File: config.mk
export PLATFORM = sky130hd
export DESIGN_NAME = pae_fifo
export DESIGN_NICKNAME = d
export VERILOG_FILES = /design/src/sv/pae_fifo.sv
export SDC_FILE = /design/constraint.sdc
export NUM_CORES = 1
export LEC_CHECK = 0
export BUFFER_PORTS_ARGS = -buffer_cell sky130_fd_sc_hd__buf_2
export CORE_ASPECT_RATIO = 0.6
export CORE_MARGIN = 10
export CORE_UTILIZATION = 30
export DETAILED_ROUTE_END_ITERATION = 10
export PLACE_DENSITY_LB_ADDON = 0.3
export SYNTH_ARGS = -nofsm -noshare
export SYNTH_HDL_FRONTEND = slang
export SYNTH_SLANG_ARGS = --single-unit
File: constraint.sdc
create_clock -name i_clk -period 2.35 [get_ports i_clk]
set_input_delay 0.3525 -clock i_clk [delete_from_list [all_inputs] [get_ports i_clk]]
set_output_delay 0.3525 -clock i_clk [all_outputs]
set_load 0.1 [all_outputs]
File: src/sv/pae_fifo.sv
// small queue of beats between the front and the back
module pae_fifo #(
    parameter int WIDTH = 8,
    parameter int DEPTH = 2
) (
    input  logic             i_clk,
    input  logic             i_rst_n,
    input  logic             i_push,
    input  logic [WIDTH-1:0] i_data,
    output logic             o_full,
    input  logic             i_pop,
    output logic             o_empty,
    output logic [WIDTH-1:0] o_data
);
    localparam int AW = (DEPTH > 1) ? $clog2(DEPTH) : 1;

    logic [WIDTH-1:0] r_mem [DEPTH];
    logic [AW-1:0]    r_wp, r_rp;
    logic [AW:0]      r_cnt;
    logic             w_push, w_pop;

    assign o_full  = (r_cnt == (AW+1)'(DEPTH));
    assign o_empty = (r_cnt == '0);
    assign w_push  = i_push && !o_full;
    assign w_pop   = i_pop && !o_empty;
    assign o_data  = r_mem[r_rp];

    always_ff @(posedge i_clk) begin
        if (w_push) begin
            r_mem[r_wp] <= i_data;
        end
        if (!i_rst_n) begin
            r_wp  <= '0;
            r_rp  <= '0;
            r_cnt <= '0;
        end else begin
            if (w_push) begin
                r_wp <= (r_wp == AW'(DEPTH-1)) ? '0 : r_wp + 1'b1;
            end
            if (w_pop) begin
                r_rp <= (r_rp == AW'(DEPTH-1)) ? '0 : r_rp + 1'b1;
            end
            r_cnt <= r_cnt + (AW+1)'(w_push) - (AW+1)'(w_pop);
        end
    end
endmodule

==> impl_metrics.sql <==
INSERT INTO impl_metrics (metric_group, metric, value, unit) VALUES
('run_status', 'run_status', 'completed', ''),
('placed_design', 'buffer_ports.inserted', '21', ''),
('global_route', 'first_global_vias', '467', ''),
('logic_synthesis', 'synth.net_count', '66', ''),
('logic_synthesis', 'netlist_top_cells_area', 'edfxtp_1, dfxtp_1, mux2_2, ha_1, nor2_1', ''),
('cts', 'cts_tree', 'done', ''),
('sta', 'timing.final.crit_share', '0.776', ''),
('global_route', 'grt_antenna_before_repair', '0', ''),
('logic_synthesis', 'ys_seq_elements', '21', ''),
('sta', 'timing.clock.skew', '3.78', 'ps'),
('job', 'max_cap_violations', '0', ''),
('logic_synthesis', 'synth.lib_cells_used.distinct', '17', ''),
('cts', 'clock_tree.htree_level_count', '1', ''),
('placed_design', 'dp_worst_setup_slack', '678', 'ps'),
('sta', 'setup_ws_post_layout', '527', 'ps'),
('die', 'top_level_ports', '22', ''),
('die', 'core.rowCount', '14', ''),
('cts', 'buffer_type_at_the_clock_tree_root', 'clkbuf_8', ''),
('layout', 'post_route_cells_drive_above_1_share', '0.468', ''),
('layout', 'number_of_nets_in_the_final_layout', '92', ''),
('layout', 'layout.cells.most_common', 'buf_2', ''),
('logic_synthesis', 'synth.yosys.seq_area_share', '0.715', ''),
('route', 'drt_pre_antenna_iters', '4', ''),
('die', 'dieArea', '0.00526', 'mm2'),
('placed_design', 'place_congestion', '0.624', ''),
('cts', 'cts.reportedPaths.clkPinSlew', '80', 'ps'),
('layout', 'layout.cells.most_common_list', 'buf_2, edfxtp_1, mux2_2', ''),
('sta', 'fmaxAchievable', '548', 'MHz'),
('cts', 'clock_path_buffers', '2', ''),
('setup_path', 'critPathMaxStageDelay', '540', 'ps'),
('sta', 'worst_hold_slack', '284', 'ps'),
('logic_synthesis', 'netlist_area', '812', 'um2'),
('cts', 'cts.hold.buffers_added', '0', ''),
('route', 'drt-total-wl', '1.41', 'mm'),
('placed_design', 'dpl-instance-area', '960', 'um2'),
('route', 'post_drt_via_cell_ratio', '4.19', ''),
('setup_path', 'critPathMaxFanout', '8', ''),
('worst_hold_path', 'hold_class', 'in -> reg', ''),
('cts', 'clock_latency_late_sink', '250', 'ps'),
('setup_path', 'crit_type', 'reg -> out', ''),
('die', 'overall_die_width', '87.2', 'um'),
('layout', 'final_area', '0.00101', 'mm2'),
('sta', 'layout_min_cycle_time', '1820', 'ps'),
('global_route', 'grt_first_pass_wirelength', '2.15', 'mm'),
('placed_design', 'post-dp-hpwl', '1.09', 'mm'),
('logic_synthesis', 'synthesis.yosys.warnings', '0', ''),
('sta', 'worst_slew_margin_rel', '0.674', ''),
('sta', 'grt_setup_unrepaired', 'false', ''),
('setup_path', 'worstPathArrival', '1470', 'ps'),
('sta', 'setup_viol', '0', ''),
('setup_path', 'critPathCaptureType', 'output pin', ''),
('sta', 'timing.final.max_slew_violations', '0', ''),
('route', 'post-route-drc-count', '0', ''),
('logic_synthesis', 'synthCells', '52', ''),
('die', 'floorplan.initialDensity', '0.320', ''),
('cts', 'cts_made_buffers', '3', ''),
('setup_path', 'crit_chain', 'mux2_2 > buf_2', ''),
('logic_synthesis', 'synth.top_cell.area_share', '0.592', ''),
('global_route', 'pin_count_of_the_biggest_net_entering_global_routing', '13', ''),
('global_route', 'grt_use_total', '0.0549', ''),
('layout', 'synthesis_to_finish_area_growth', '23.9', '%'),
('die', 'placeableCoreArea', '0.00254', 'mm2'),
('global_route', 'grt_overflow', '0', ''),
('sta', 'tns', '0', 'ps'),
('logic_synthesis', 'synth_top_cell_by_area', 'edfxtp_1', ''),
('setup_path', 'timing.critical_path.required', '2000', 'ps'),
('logic_synthesis', 'post_synth.cell_area_avg', '15.6', 'um2'),
('sta', 'final_hold_viol_count', '0', ''),
('route', 'ant_nets', '0', ''),
('route', 'wire_per_inst', '13.0', 'um'),
('setup_path', 'crit_slowest_cell', 'dfxtp_1', ''),
('die', 'die_h', '60.3', 'um'),
('sta', 'worst-slew-pin-transition', '492', 'ps'),
('route', 'vias_after_detailed_routing', '457', ''),
('layout', 'antenna-diode-count', '0', ''),
('cts', 'cts_sinks', '21', ''),
('setup_path', 'critical_path.startpoint_type', 'register', ''),
('cts', 'cts_post_setup_buffers_inserted', '0', ''),
('cts', 'post_cts_resize_count', '0', ''),
('route', 'first_iter_violations', '14', '');
## critical path: cells and delay by family, from the launching register on
kind     cells  cell delay [ps]
buf+inv      1              290
mux          1              380
flops        1              540
## metrics by stage
step,std cells,util
2_1_floorplan,52,-
3_3_place_gp,105,0.378
3_5_place_dp,105,0.378
4_1_cts,109,0.396
5_1_grt,109,0.396
6_report,109,0.396
## kinds of logic (layout without fill, tap and decap cells)
| kind of cell | count (synthesis) | count (layout) | share of synthesized area |
|---|---|---|---|
| muxes | 9 | 9 | 0.123 |
| adders and majority gates | 2 | 2 | 0.0308 |
| buffers and inverters | 4 | 29 | 0.0200 |
| DFF | 21 | 21 | 0.715 |
| xor gates and xnor gates | 2 | 2 | 0.0216 |
| AOI/OAI and AO/OA | 1 | 1 | 0.0108 |
| and+or+nand+nor | 13 | 13 | 0.0786 |
## area by class of cell
| class | count | area, um2 |
|---|---|---|
| Sequential cell | 21 | 581 |
| Inverter | 3 | 11.3 |
| Tap cell | 32 | 40.0 |
| Clock inverter | 1 | 5.00 |
| Clock buffer | 3 | 41.3 |
| Timing Repair Buffer | 22 | 113 |
| Multi-Input combinational cell | 27 | 215 |
| Fill cell | 231 | 1530 |
## sequential cells by signal (all words and copies together), names as in the netlist, named ones only
name and flops:
r_rp 1, r_wp 1, r_cnt 2, r_mem 16
## worst paths after layout
check / from / end / slack, ps / cells after the start
min: i_data[3] / r_mem[0][3]$_DFFE_PP_ / 280 / 1
min reg2reg: r_wp$_SDFFE_PN0N_ / r_wp$_SDFFE_PN0N_ / 490 / 2
max: register / o_data[4] / 530 / 2
max reg2reg: r_cnt[0]$_SDFF_PN0_ / r_cnt[1]$_SDFF_PN0_ / 710 / 8
## layer usage
layer | GRT usage | wire length, um | vias to the layer above
met5 | 0 | 0 | -
met2 | 0.0864 | 596 | 14
met1 | 0.0546 | 634 | 209
met4 | 0.0271 | 27 | 0
li1 | - | - | 232
met3 | 0.0393 | 155 | 2
## synthesized netlist by cell type, drive strengths merged
cell type	count
xor2	1
inv	3
and3	1
mux2i	1
nor2	5
xnor2	1
nor3	1
and2	2
nand2	2
ha	2
buf	1
mux2	8
dfxtp	5
edfxtp	16
o21a	1
nand2b	2
Power is left out: the tool's default activity adds up to more than one toggle a clock period on the data nets, which glitch-free logic cannot reach.
